<file path="src/hw/rtl/assert_macros.svh">
// assertion macros shared by the rtl files
`ifndef ASSERT_MACROS_SVH
`define ASSERT_MACROS_SVH

`ifndef SYNTHESIS
// property must hold at every clock edge outside reset
`define ASSERT_PROP(lbl, prop, msg) \
  lbl: assert property (@(posedge clk_i) disable iff (!rst_ni) (prop)) else $error(msg);
// condition must never be seen outside reset
`define ASSERT_NEVER(lbl, cond, msg) \
  lbl: assert property (@(posedge clk_i) disable iff (!rst_ni) !(cond)) else $error(msg);
`else
`define ASSERT_PROP(lbl, prop, msg)
`define ASSERT_NEVER(lbl, cond, msg)
`endif

`endif

</file>
<file path="src/hw/rtl/utu_pkg.sv">
// shared types and constants of the utf-8 to utf-16 converter
package utu_pkg;

  localparam int unsigned QDEPTH = 4;
  localparam int unsigned QAW    = $clog2(QDEPTH);

  localparam logic [15:0] REPLACEMENT = 16'hFFFD;
  localparam logic [15:0] SURR_HI     = 16'hD800;
  localparam logic [15:0] SURR_LO     = 16'hDC00;

  localparam logic [20:0] BMP_MAX   = 21'h00FFFF;
  localparam logic [20:0] CP_MAX    = 21'h10FFFF;
  localparam logic [20:0] SUPP_BASE = 21'h010000;

  localparam logic [7:0] LEAD_TOO_HIGH = 8'hF8;

  // up to two code units produced by one input byte
  typedef struct packed {
    logic        done;
    logic        failed;
    logic        two;
    logic [15:0] u1;
    logic [15:0] u0;
  } pkt_t;

  // smallest code point allowed for a given trail count
  function automatic logic [20:0] min_for_trails(logic [1:0] n);
    logic [20:0] r;
    case (n)
      2'd1:    r = 21'h000080;
      2'd2:    r = 21'h000800;
      2'd3:    r = 21'h010000;
      default: r = 21'h1FFFFF; // no open sequence
    endcase
    return r;
  endfunction

endpackage

</file>
<file path="src/hw/rtl/utf8_to_utf16_converter.sv">
// utf-8 to utf-16 converter top level
//
//  channel   dir  tdata               tuser    tlast
//  s_axis    in   [7:0] data_byte     -        end_of_input
//  m_axis    out  [15:0] code_unit    failed   stream_done
//  cfg       in   cfg_wdata_i = strict_mode, written when cfg_we_i is high
//
// one byte is accepted per cycle while the packet queue is not full; a byte that
// yields a surrogate pair, or a failure plus a retried lead, gives two code units
// the code units of an accepted byte pass through the packet queue and then the
// output register
// the four-entry packet queue takes up output stalls; s_axis_tready drops
// only when it is full
// reset clears sequence state, halt flag, strict mode and the queue; no
// clearing pass is needed

module utf8_to_utf16_converter (
  input  logic        clk_i,
  input  logic        rst_ni,
  // input bytes
  input  logic        s_axis_tvalid,
  output logic        s_axis_tready,
  input  logic [7:0]  s_axis_tdata,   // [7:0] data_byte
  input  logic        s_axis_tlast,   // end_of_input
  // output code units
  output logic        m_axis_tvalid,
  input  logic        m_axis_tready,
  output logic [15:0] m_axis_tdata,   // [15:0] code_unit
  output logic        m_axis_tuser,   // [0] failed
  output logic        m_axis_tlast,   // stream_done
  // strict mode register
  input  logic        cfg_we_i,
  input  logic        cfg_wdata_i
);

  // decoder to queue
  logic          push;
  logic          full;
  utu_pkg::pkt_t push_pkt;

  // queue to output stage
  logic          q_valid;
  logic          pop;
  utu_pkg::pkt_t q_pkt;

  // front: decode every accepted byte into zero, one or two code units
  utu_front u_front (
    .clk_i       (clk_i),
    .rst_ni      (rst_ni),
    .in_valid_i  (s_axis_tvalid),
    .in_ready_o  (s_axis_tready),
    .in_byte_i   (s_axis_tdata),
    .in_last_i   (s_axis_tlast),
    .cfg_we_i    (cfg_we_i),
    .cfg_wdata_i (cfg_wdata_i),
    .full_i      (full),
    .push_o      (push),
    .pkt_o       (push_pkt)
  );

  // decouples decoder from output back pressure
  utu_queue u_queue (
    .clk_i   (clk_i),
    .rst_ni  (rst_ni),
    .push_i  (push),
    .pkt_i   (push_pkt),
    .full_o  (full),
    .pop_i   (pop),
    .valid_o (q_valid),
    .pkt_o   (q_pkt)
  );

  // back: serialize packets onto the output stream
  utu_back u_back (
    .clk_i       (clk_i),
    .rst_ni      (rst_ni),
    .valid_i     (q_valid),
    .pkt_i       (q_pkt),
    .pop_o       (pop),
    .out_valid_o (m_axis_tvalid),
    .out_ready_i (m_axis_tready),
    .out_data_o  (m_axis_tdata),
    .out_user_o  (m_axis_tuser),
    .out_last_o  (m_axis_tlast)
  );

endmodule

</file>
<file path="src/hw/rtl/utu_front.sv">
// byte decoder: sequence tracking, validation and code unit generation
`include "assert_macros.svh"

module utu_front (
  input  logic          clk_i,
  input  logic          rst_ni,
  input  logic          in_valid_i,
  output logic          in_ready_o,
  input  logic [7:0]    in_byte_i,
  input  logic          in_last_i,
  input  logic          cfg_we_i,
  input  logic          cfg_wdata_i,
  input  logic          full_i,
  output logic          push_o,
  output utu_pkg::pkt_t pkt_o
);

  logic        strict_q;
  logic [20:0] acc_q, acc_d;
  logic [1:0]  tl_q, tl_d;
  logic [1:0]  st_q, st_d;
  logic        lth_q, lth_d;
  logic        halt_q, halt_d;

  logic        accept;
  logic        is_cont;
  logic [1:0]  lead_n;
  logic [20:0] lead_acc;
  logic [20:0] acc_shift;
  logic [20:0] supp;
  logic [15:0] unit_c [2];
  logic [1:0]  cnt_c;
  logic        stop_c;
  logic        take;

  assign accept     = in_valid_i & ~full_i;
  assign in_ready_o = ~full_i;

  assign is_cont   = (in_byte_i[7:6] == 2'b10);
  assign lead_n    = (in_byte_i[7:4] == 4'hF) ? 2'd3 :
                     (in_byte_i[7:5] == 3'b111) ? 2'd2 : 2'd1;
  assign lead_acc  = (lead_n == 2'd3) ? {18'd0, in_byte_i[2:0]} :
                     (lead_n == 2'd2) ? {17'd0, in_byte_i[3:0]} :
                                        {16'd0, in_byte_i[4:0]};
  assign acc_shift = {acc_q[14:0], in_byte_i[5:0]};
  assign supp      = acc_shift - utu_pkg::SUPP_BASE;

  always_comb begin
    unit_c[0] = 16'h0000;
    unit_c[1] = 16'h0000;
    cnt_c     = 2'd0;
    stop_c    = 1'b0;
    take      = 1'b0;
    acc_d     = acc_q;
    tl_d      = tl_q;
    st_d      = st_q;
    lth_d     = lth_q;
    halt_d    = halt_q;
    if (halt_q) begin
      // dropping bytes until the end of the stream
      halt_d = ~in_last_i;
    end else begin
      if (tl_q != 2'd0) begin
        if (is_cont) begin
          acc_d = acc_shift;
          tl_d  = tl_q - 2'd1;
          if (tl_q == 2'd1) begin
            if (acc_shift < utu_pkg::min_for_trails(st_q)) begin
              unit_c[cnt_c[0]] = strict_q ? 16'h0000 : utu_pkg::REPLACEMENT;
              cnt_c  = cnt_c + 2'd1;
              stop_c = stop_c | strict_q;
            end else if (acc_shift <= utu_pkg::BMP_MAX) begin
              unit_c[0] = acc_shift[15:0];
              cnt_c     = 2'd1;
            end else if (acc_shift > utu_pkg::CP_MAX || lth_q) begin
              unit_c[cnt_c[0]] = strict_q ? 16'h0000 : utu_pkg::REPLACEMENT;
              cnt_c  = cnt_c + 2'd1;
              stop_c = stop_c | strict_q;
            end else begin
              unit_c[0] = utu_pkg::SURR_HI | {6'd0, supp[19:10]};
              unit_c[1] = utu_pkg::SURR_LO | {6'd0, supp[9:0]};
              cnt_c     = 2'd2;
            end
          end
        end else begin
          // broken sequence, byte is retried as a lead unless in strict mode
          tl_d = 2'd0;
          unit_c[cnt_c[0]] = strict_q ? 16'h0000 : utu_pkg::REPLACEMENT;
          cnt_c  = cnt_c + 2'd1;
          stop_c = stop_c | strict_q;
          take   = ~strict_q;
        end
      end else begin
        take = 1'b1;
      end

      if (take) begin
        if (!in_byte_i[7]) begin
          unit_c[cnt_c[0]] = {8'd0, in_byte_i};
          cnt_c = cnt_c + 2'd1;
        end else if (is_cont) begin
          // bare continuation byte
          unit_c[cnt_c[0]] = strict_q ? 16'h0000 : utu_pkg::REPLACEMENT;
          cnt_c  = cnt_c + 2'd1;
          stop_c = stop_c | strict_q;
        end else begin
          acc_d = lead_acc;
          tl_d  = lead_n;
          st_d  = lead_n;
          lth_d = (in_byte_i >= utu_pkg::LEAD_TOO_HIGH);
        end
      end

      // sequence cut short by the end of the stream
      if (in_last_i && !stop_c && tl_d != 2'd0) begin
        tl_d = 2'd0;
        unit_c[cnt_c[0]] = strict_q ? 16'h0000 : utu_pkg::REPLACEMENT;
        cnt_c  = cnt_c + 2'd1;
        stop_c = stop_c | strict_q;
      end

      if (stop_c || in_last_i) begin
        acc_d = '0;
        tl_d  = 2'd0;
        st_d  = 2'd0;
        lth_d = 1'b0;
      end
      halt_d = stop_c & ~in_last_i;
    end
  end

  assign push_o       = accept & ~halt_q & (cnt_c != 2'd0);
  assign pkt_o.u0     = unit_c[0];
  assign pkt_o.u1     = unit_c[1];
  assign pkt_o.two    = (cnt_c == 2'd2);
  assign pkt_o.failed = stop_c;
  assign pkt_o.done   = stop_c | in_last_i;

  always_ff @(posedge clk_i or negedge rst_ni) begin
    if (!rst_ni) begin
      strict_q <= 1'b0;
      acc_q    <= '0;
      tl_q     <= 2'd0;
      st_q     <= 2'd0;
      lth_q    <= 1'b0;
      halt_q   <= 1'b0;
    end else begin
      if (cfg_we_i) begin
        strict_q <= cfg_wdata_i;
      end
      if (accept) begin
        acc_q  <= acc_d;
        tl_q   <= tl_d;
        st_q   <= st_d;
        lth_q  <= lth_d;
        halt_q <= halt_d;
      end
    end
  end

  `ASSERT_PROP(a_fail_ends_stream, push_o && pkt_o.failed |-> pkt_o.done && !pkt_o.two, "strict error not a lone final result")
  `ASSERT_PROP(a_halt_needs_strict, accept && !halt_q && halt_d |-> strict_q, "halt entered outside strict mode")

endmodule

</file>
<file path="src/hw/rtl/utu_queue.sv">
// small fifo of decoded packets between decoder and output stage
`include "assert_macros.svh"

module utu_queue (
  input  logic          clk_i,
  input  logic          rst_ni,
  input  logic          push_i,
  input  utu_pkg::pkt_t pkt_i,
  output logic          full_o,
  input  logic          pop_i,
  output logic          valid_o,
  output utu_pkg::pkt_t pkt_o
);

  utu_pkg::pkt_t             mem_q [utu_pkg::QDEPTH];
  logic [utu_pkg::QAW-1:0]   wr_q, rd_q;
  logic [utu_pkg::QAW:0]     cnt_q;

  assign full_o  = (cnt_q == (utu_pkg::QAW+1)'(utu_pkg::QDEPTH));
  assign valid_o = (cnt_q != '0);
  assign pkt_o   = mem_q[rd_q];

  always_ff @(posedge clk_i) begin
    if (push_i) begin
      mem_q[wr_q] <= pkt_i;
    end
  end

  always_ff @(posedge clk_i or negedge rst_ni) begin
    if (!rst_ni) begin
      wr_q  <= '0;
      rd_q  <= '0;
      cnt_q <= '0;
    end else begin
      if (push_i) begin
        wr_q <= wr_q + 1'b1;
      end
      if (pop_i) begin
        rd_q <= rd_q + 1'b1;
      end
      if (push_i && !pop_i) begin
        cnt_q <= cnt_q + 1'b1;
      end else if (pop_i && !push_i) begin
        cnt_q <= cnt_q - 1'b1;
      end
    end
  end

  `ASSERT_NEVER(a_no_overflow, push_i && full_o, "push into full queue")
  `ASSERT_NEVER(a_no_underflow, pop_i && !valid_o, "pop from empty queue")

endmodule

</file>
<file path="src/hw/rtl/utu_back.sv">
// output stage: sends one or two code units per packet
`include "assert_macros.svh"

module utu_back (
  input  logic          clk_i,
  input  logic          rst_ni,
  input  logic          valid_i,
  input  utu_pkg::pkt_t pkt_i,
  output logic          pop_o,
  output logic          out_valid_o,
  input  logic          out_ready_i,
  output logic [15:0]   out_data_o,
  output logic          out_user_o,
  output logic          out_last_o
);

  utu_pkg::pkt_t pkt_q;
  logic          busy_q;
  logic          idx_q;
  logic          last_unit;
  logic          take_out;

  assign last_unit = idx_q | ~pkt_q.two;
  assign take_out  = busy_q & out_ready_i;
  assign pop_o     = valid_i & (~busy_q | (take_out & last_unit));

  assign out_valid_o = busy_q;
  assign out_data_o  = idx_q ? pkt_q.u1 : pkt_q.u0;
  assign out_user_o  = pkt_q.failed;
  assign out_last_o  = pkt_q.done & last_unit;

  always_ff @(posedge clk_i) begin
    if (pop_o) begin
      pkt_q <= pkt_i;
    end
  end

  always_ff @(posedge clk_i or negedge rst_ni) begin
    if (!rst_ni) begin
      busy_q <= 1'b0;
      idx_q  <= 1'b0;
    end else begin
      if (pop_o) begin
        busy_q <= 1'b1;
        idx_q  <= 1'b0;
      end else if (take_out) begin
        if (last_unit) begin
          busy_q <= 1'b0;
        end else begin
          idx_q <= 1'b1;
        end
      end
    end
  end

  `ASSERT_PROP(a_pair_follows, take_out && !last_unit |=> busy_q && idx_q, "second surrogate lost")
  `ASSERT_NEVER(a_second_needs_pair, busy_q && idx_q && !pkt_q.two, "second unit of a single packet")

endmodule

</file>
<file path="config.mk">
export PLATFORM = sky130hd
export DESIGN_NAME = utf8_to_utf16_converter
export DESIGN_NICKNAME = d
export VERILOG_FILES = /design/src/hw/rtl/utu_pkg.sv /design/src/hw/rtl/utf8_to_utf16_converter.sv /design/src/hw/rtl/utu_front.sv /design/src/hw/rtl/utu_queue.sv /design/src/hw/rtl/utu_back.sv
export VERILOG_INCLUDE_DIRS = /design/src /design/src/hw/rtl
export SDC_FILE = /design/constraint.sdc
export NUM_CORES = 1
export LEC_CHECK = 0
export ABC_AREA = 1
export ABC_CLOCK_PERIOD_IN_PS = 8050
export BUFFER_PORTS_ARGS = -buffer_cell sky130_fd_sc_hd__buf_2
export CORE_UTILIZATION = 67
export DETAILED_ROUTE_END_ITERATION = 7
export PLACE_DENSITY = 0.85
export SLEW_MARGIN = 20
export SYNTH_ARGS = -nofsm -noshare
export SYNTH_HDL_FRONTEND = slang
export SYNTH_SLANG_ARGS = --single-unit
</file>
<file path="constraint.sdc">
create_clock -name clk_i -period 8.05 [get_ports clk_i]
set_clock_uncertainty 0.15 [all_clocks]
set_input_delay 1.61 -clock clk_i [delete_from_list [all_inputs] [get_ports clk_i]]
set_output_delay 1.61 -clock clk_i [all_outputs]
set_load 0.005 [all_outputs]
</file>
Yosys cells after proc, flatten, opt, wreduce, memory -nomap -nowiden
Memory sizes are Yosys's and may differ from the RTL's. A register that Yosys moved wholly into a read port is not among the register bits.
Cells that the tools add are included.
{"block": "classes", "n_addsub": 8, "multipliers": 0, "n_div": 0, "magnitude_cmp": 8, "n_eq_ne": 13, "shift": 0, "n_mux": 98, "n_bitwise": 21, "n_reduce_logical": 24}
{"operator": "32-bit 2-to-1 mux", "n": 9}
{"operator": "21-bit 2-to-1 mux", "n": 11}
{"operator": "16-bit 2-to-1 mux", "n": 12}
{"operator": "32-bit bitwise mux", "n": 3}
{"operator": "21-bit one-hot mux with 3 select lines", "n": 1}
{"operator": "2-bit 2-to-1 mux", "n": 27}
{"operator": "16-bit demux with 1-bit select", "n": 2}
{"operator": "1-bit 2-to-1 mux", "n": 30}
{"operator": "21-bit > comparator (second input constant)", "n": 1}
{"operator": "21-bit by 16-bit less-or-equal comparator with 1-bit output (second input constant)", "n": 1}
{"operator": "21-bit < comparator", "n": 1}
{"operator": "20-bit by 17-bit subtractor with 20-bit output (second input constant)", "n": 1}
{"operator": "2-bit nonzero test", "n": 8}
{"operator": "2-bit == test (second input constant)", "n": 6}
{"operator": "2-bit by 1-bit adder with 2-bit output (second input constant)", "n": 4}
{"operator": "1-bit bitwise AND", "n": 8}
{"operator": "8-bit >= comparator (second input constant)", "n": 1}
{"operator": "3-bit == test (second input constant)", "n": 2}
{"operator": "1-bit logical AND", "n": 6}
{"operator": "3-bit 2-to-1 mux", "n": 2}
{"operator": "1-bit NOT", "n": 6}
{"operator": "2-bit AND reduction", "n": 3}
{"operator": "5-bit 2-to-1 mux", "n": 1}
{"operator": "1-bit OR", "n": 5}
{"operator": "13 further kinds", "n": 21}
{"block": "word_totals", "regBits": 37, "latch_bits": 0, "ramBits": 140, "rom_bits": 0, "inputBits": 15, "elab_cells": 184, "memories": 1}
{"memory": "u_queue.mem_q", "depth": 4, "width": 35, "read_ports": 1, "rd_clocked_by_memory_dff": 1, "write_ports": 1, "line": "utu_queue.sv:15", "rtl": "utu_pkg::pkt_t mem_q [utu_pkg::QDEPTH];"}

Longest topological paths before layout
{"block": "depth", "word_depth": 28, "mapped_depth": 31}

Hierarchy
Synthesis repeated with hierarchy kept, for this count alone.
{"block": "unflattened", "cells_unflattened": 1105, "hier_area_um2": 10776.6}
{"mod": "utu_queue", "instances": 1, "cells_per_inst": 457, "area_per_inst_um2": 6000.8, "seq_area_each_um2": 4379.2}
{"mod": "utu_front", "instances": 1, "cells_per_inst": 543, "area_per_inst_um2": 3382.0, "seq_area_each_um2": 550.5}
{"mod": "utu_back", "instances": 1, "cells_per_inst": 105, "area_per_inst_um2": 1393.8, "seq_area_each_um2": 1101.1}

Worst setup path after synthesis
OpenSTA, ideal clock, no wires.
{"block": "synth_path", "path_type": "in2reg", "startpoint": "input port s_axis_tdata[4]", "endpoint": "memory u_queue.mem_q[0][0] (netlist bit), enable pin", "setup_ps": 394, "arrival_time_ps": 4456, "required_ps": 7506, "path_slack_ps": 3049, "stages": 19, "path_cell_list": "ha_1 nand2_1 nor2_1 nand2_1 nand3_1 nand2_1 nand3_1 buf_2 nand3_1 nor2_4 ha_1 nand3b_1 nand2_1 inv_1 nand2_2 nand3_2 nand2_2 nand2_4 nor2_2"}
{"block": "synth_via", "elab_chain_len": 23, "elab_cells_between_ends": 45}
{"item": "start: declaration", "line": "utf8_to_utf16_converter.sv:23", "rtl": "input logic [7:0] s_axis_tdata,"}
{"item": "branches (longest 17 deep; another with 21-bit > comparator)"}
{"item": "2-bit 2-to-1 mux *", "line": "utu_front.sv:115", "rtl": "if (in_last_i && !stop_c && tl_d != 2'd0) begin"}
{"item": "2-bit 2-to-1 mux *", "line": "utu_front.sv:59", "rtl": "if (halt_q) begin"}
{"item": "2-bit nonzero test *", "line": "utu_front.sv:132", "rtl": "assign push_o = accept & ~halt_q & (cnt_c != 2'd0);"}
{"item": "1-bit bitwise AND *", "line": "utu_front.sv:132"}
{"item": "1-bit 2-to-1 mux *", "line": "utu_queue.sv:24", "rtl": "if (push_i) begin"}
{"item": "1-bit 2-to-1 mux (implied by the code) *", "line": "utu_queue.sv:25", "rtl": "mem_q[wr_q] <= pkt_i;"}
{"item": "end: declaration", "line": "utu_queue.sv:15"}
Every way passes the cells marked *. The select of a mux whose other input is x is not followed.

Final worst setup path
{"block": "layout_path", "startpoint": "input port s_axis_tdata[7]", "endpoint": "register u_queue.cnt_q[1] (netlist bit)"}
{"block": "layout_via", "elab_chain_len": 19, "elab_cells_between_ends": 44}
{"item": "branches (longest 12 deep; another with 2-bit by 1-bit adder with 2-bit output)"}
{"item": "2-bit 2-to-1 mux *", "line": "utu_front.sv:115"}
{"item": "2-bit 2-to-1 mux *", "line": "utu_front.sv:59"}
{"item": "2-bit nonzero test *", "line": "utu_front.sv:132"}
{"item": "1-bit bitwise AND *", "line": "utu_front.sv:132"}
{"item": "net push", "line": "utf8_to_utf16_converter.sv:37", "rtl": "logic push;"}
{"item": "1-bit logical NOT", "line": "utu_queue.sv:43", "rtl": "end else if (pop_i && !push_i) begin"}
{"item": "1-bit logical AND", "line": "utu_queue.sv:43"}
{"item": "2-bit nonzero test (no source line)"}
{"item": "end signal: assignment", "line": "utu_queue.sv:42", "rtl": "cnt_q <= cnt_q + 1'b1;"}
{"item": "end signal: assignment", "line": "utu_queue.sv:44", "rtl": "cnt_q <= cnt_q - 1'b1;"}
{"item": "end: declaration", "line": "utu_queue.sv:17", "rtl": "logic [utu_pkg::QAW:0] cnt_q;"}
Mark *: on every way through the listed nets, which the timed path passes. The select of a mux whose other input is x is not followed.
A chain may end at the register's enable or synchronous reset.

==> flow_summary_export.csv <==
group,metric,value,unit
logic_synthesis,seq_area_frac_synth,0.5841,
floorplan,ios,35,
critical_path,required,8.22,ns
clock_network,hold_buffers,0,
route,wl_per_cell,19.38,µm
logic_synthesis,synth_flop_cell,"edfxtp_1",
route,first_pass_iters,6,
logic_synthesis,synth.largest_area_cell,"edfxtp_1",
logic_synthesis,synth_area_per_cell,9.765,µm²
route,vias_per_cell,6.208,
clock_network,clk_latency,0.44,ns
finish,antenna_cells,0,
route,drtIter0Drc,933,
floorplan,die_h,119.8,µm
global_route,grt_pass1_wl,36180,µm
logic_synthesis,yosysMostFrequentCell,"nand2_1",
critical_path,cp_max_fo,25,
logic_synthesis,synth_top_area_frac,0.5007,
global_route,grt-ovfl-total,0,
global_route,grt_max_degree,66,
route,drt-total-wl,22560,µm
sta,timing.fmax,183.3,MHz
logic_synthesis,synthTopCellsByCount,"nand2_1 (179), edfxtp_1 (155), nor2_1 (121)",
route,drc,0,
clock_network,htree_levels,4,
clock_network,cts_setup_buffers,0,
sta,timing.final.ws_setup,2.595,ns
critical_path,worst_setup_path_start_kind,"primary input",
finish,area_growth,9.637,%
critical_path,critPathLaunch,"s_axis_tdata[7]",
logic_synthesis,synth_nets,1000,
floorplan,die-area,0.01435,mm²
finish,drive_gt1_frac,0.1174,
pwr,pwr-share-seq,0.422,
clock_network,cts-root-buf,"clkbuf_16",
critical_path,crit_path_end_kind,"flip-flop",
clock_network,cts_resized,0,
critical_path,r2r-end,"u_queue.cnt_q[1]$_DFFE_PN0P_",
logic_synthesis,synth_area,0.009296,mm²
placement,gp_congestion,0.9652,
pwr,p_comb_frac,0.353,
global_route,antenna_found_initial,0,
clock_network,clockBufferDepth,2,
floorplan,start_util,0.6937,
floorplan,core_area,0.01340,mm²
critical_path,reg2reg_from,"u_front.st_q[0]$_DFFE_PN0P_",
placement,dp_hpwl,15330,µm
pwr,power_switching,1.427,mW
pwr,peakVddDrop,173.4,µV
logic_synthesis,synth_seq_cells,186,
critical_path,setup.worst_path.end,"u_queue.cnt_q[1]$_DFFE_PN0P_",
pwr,leakage,4.050,nW
route,dr_total_vias,7226,
pwr,power_frac_clock,0.225,
sta,rsz0062_at_grt,"false",
hold_path,hp-class,"flip-flop to flip-flop",
clock_network,cts.sinks,186,
sta,min_period_over_period,0.6776,
logic_synthesis,yosysUniqueCellTypes,44,
global_route,first_global_vias,6881,
floorplan,chipWidth,119.8,µm
critical_path,reg2reg_setup_slack,2.89,ns
logic_synthesis,async_flop_share,0.1667,
placement,io_buffers,34,
critical_path,rr_worst_depth,26,
sta,worst_pin_slew,1.014,ns
placement,preCtsSetupSlack,2.208,ns
status,outcome,"finished, final reports clean",
clock_network,numCtsBuffers,17,
sta,period_needed,5.455,ns
logic_synthesis,synth_edf_count,155,
global_route,grt_usage,0.3378,
route,antenna_left,0,
critical_path,path_class,"primary input to flip-flop",
pwr,swShare,0.3783,
sta,drv_slew,0,
sta,final.setup.tns,0,ns
finish,fin_nets,1024,
pwr,p_per_area,370.0,mW/mm²
logic_synthesis,synthCells,952,
logic_synthesis,synthTopCellsByArea,"edfxtp_1 (50%), dfrtp_1 (8.3%), nand2_1 (7.2%), o21ai_0 (5.6%), nor2_1 (4.9%)",
pwr,internal-power,2.344,mW
sta,relSlewSlack,0.3233,
floorplan,rows,42,
run,maxCapViolations,0,
logic_synthesis,yosysWarningCount,0,
sta,finalSetupViolCount,0,
critical_path,arrival,5.63,ns
sta,hold_violations,0,
clock_network,clk_pin_slew,0.06,ns
clock_network,cts_tree,"built",
-- how the worst min path moves through the flow --
stage                                      start  cells past startpoint  slack [ns]                            to
global route        u_queue.cnt_q[2]$_DFFE_PN0P_                      1        0.39  u_queue.cnt_q[2]$_DFFE_PN0P_
global placement    u_queue.cnt_q[2]$_DFFE_PN0P_                      1        0.35  u_queue.cnt_q[2]$_DFFE_PN0P_
floorplan           u_queue.cnt_q[2]$_DFFE_PN0P_                      1        0.32  u_queue.cnt_q[2]$_DFFE_PN0P_
CTS                 u_queue.cnt_q[2]$_DFFE_PN0P_                      1        0.37  u_queue.cnt_q[2]$_DFFE_PN0P_
detailed placement  u_queue.cnt_q[2]$_DFFE_PN0P_                      1        0.36  u_queue.cnt_q[2]$_DFFE_PN0P_
finish              u_queue.cnt_q[2]$_DFFE_PN0P_                      1        0.37  u_queue.cnt_q[2]$_DFFE_PN0P_
-- layout by cell type (no fill, tap or decap), types with 5 or more instances in the layout --
cell type  Yosys  final
a21oi_1       52     52
a31oi_1        8      8
buf_2          8     34
buf_4          1      9
clkbuf_16      0     17
dfrtp_1       31     30
edfxtp_1     155    155
ha_1          32     32
inv_1         75     75
inv_2          5      5
nand2_1      179    179
nand2_2       13     13
nand3_1       29     29
nor2_1       121    119
nor2_2         6      7
nor2_4         4      5
nor3_1         5      5
o211ai_1       6      6
o21ai_0      104    104
o221ai_1       5      5
o22ai_1       43     43
o31ai_1        5      5
-- layer usage --
layer	vias to the layer above	GRT usage	routed length, µm
li1	3353	-	-
met1	3429	0.4636	9395
met2	393	0.5376	10780
met3	51	0.05608	1714
met4	0	0.1438	668
met5	-	0	0
-- logic make-up (layout without fill, tap and decap cells) --
logic type      after synthesis  after routing  synth area share
mux                           1              1          0.001211
simple gates                371            371            0.1720
xor+xnor                      5              5          0.004711
compound gates              234            234            0.1402
fa+ha+maj                    33             33           0.04522
flops                       186            186            0.5841
buf+inv                     122            158           0.05249
-- critical path: stages --
cell,delay (ns)
buf_2,0.18
inv_2,0.14
nor2_2,0.63
inv_2,0.13
nor2_4,0.44
nand3_1,0.23
nor2_4,0.25
ha_1,0.28
nand3b_1,0.15
nand2_1,0.09
nand4_1,0.13
nand3_2,0.11
nand2_2,0.10
nand2_4,0.12
inv_1,0.05
ha_1,0.18
inv_1,0.10
fa_1,0.42
mux2_2,0.27
-- metrics by stage --
step                hold WS (ns)  utilization  total power [mW]  instance area, µm²  cells
finish                    0.3701       0.7606             3.771               10190   1164
global route              0.3899       0.7606             3.989               10190   1164
CTS                       0.3702       0.7606             3.763               10190   1164
detailed placement        0.3633       0.7160             2.923                9594   1133
global placement          0.3466       0.7160             2.848                9594   1133
floorplan                 0.3186            -             2.470                9296    952
-- power groups by stage --
stage / registers (mW) / logic (mW) / clock network [mW]
2_1_floorplan: 1.55 / 0.922 / 0
3_3_place_gp: 1.59 / 1.26 / 0
3_5_place_dp: 1.61 / 1.32 / 0
4_1_cts: 1.59 / 1.32 / 0.852
5_1_grt: 1.61 / 1.49 / 0.888
6_report: 1.59 / 1.33 / 0.847
-- flip-flops by register name (all words and copies together), names as in the netlist --
signal              cells
u_back.idx_q            1
u_back.out_user_o       1
u_back.out_valid_o      1
u_back.pkt_q           30
u_front.acc_q          15
u_front.halt_q          1
u_front.lth_q           1
u_front.st_q            2
u_front.strict_q        1
u_front.tl_q            2
u_queue.cnt_q           3
u_queue.mem_q         124
u_queue.rd_q            2
u_queue.wr_q            2
-- cell type report --
cell class | count | area (µm²)
inverters | 84 | 316.6
clock buffers | 18 | 429.2
flip-flops and latches | 186 | 5431
fillers | 926 | 3208
repair buffers | 43 | 237.7
clock inverters | 13 | 168.9
well taps | 176 | 220.2
multi-input cells | 644 | 3388
Note: power is estimated with default switching activity, not from simulation.
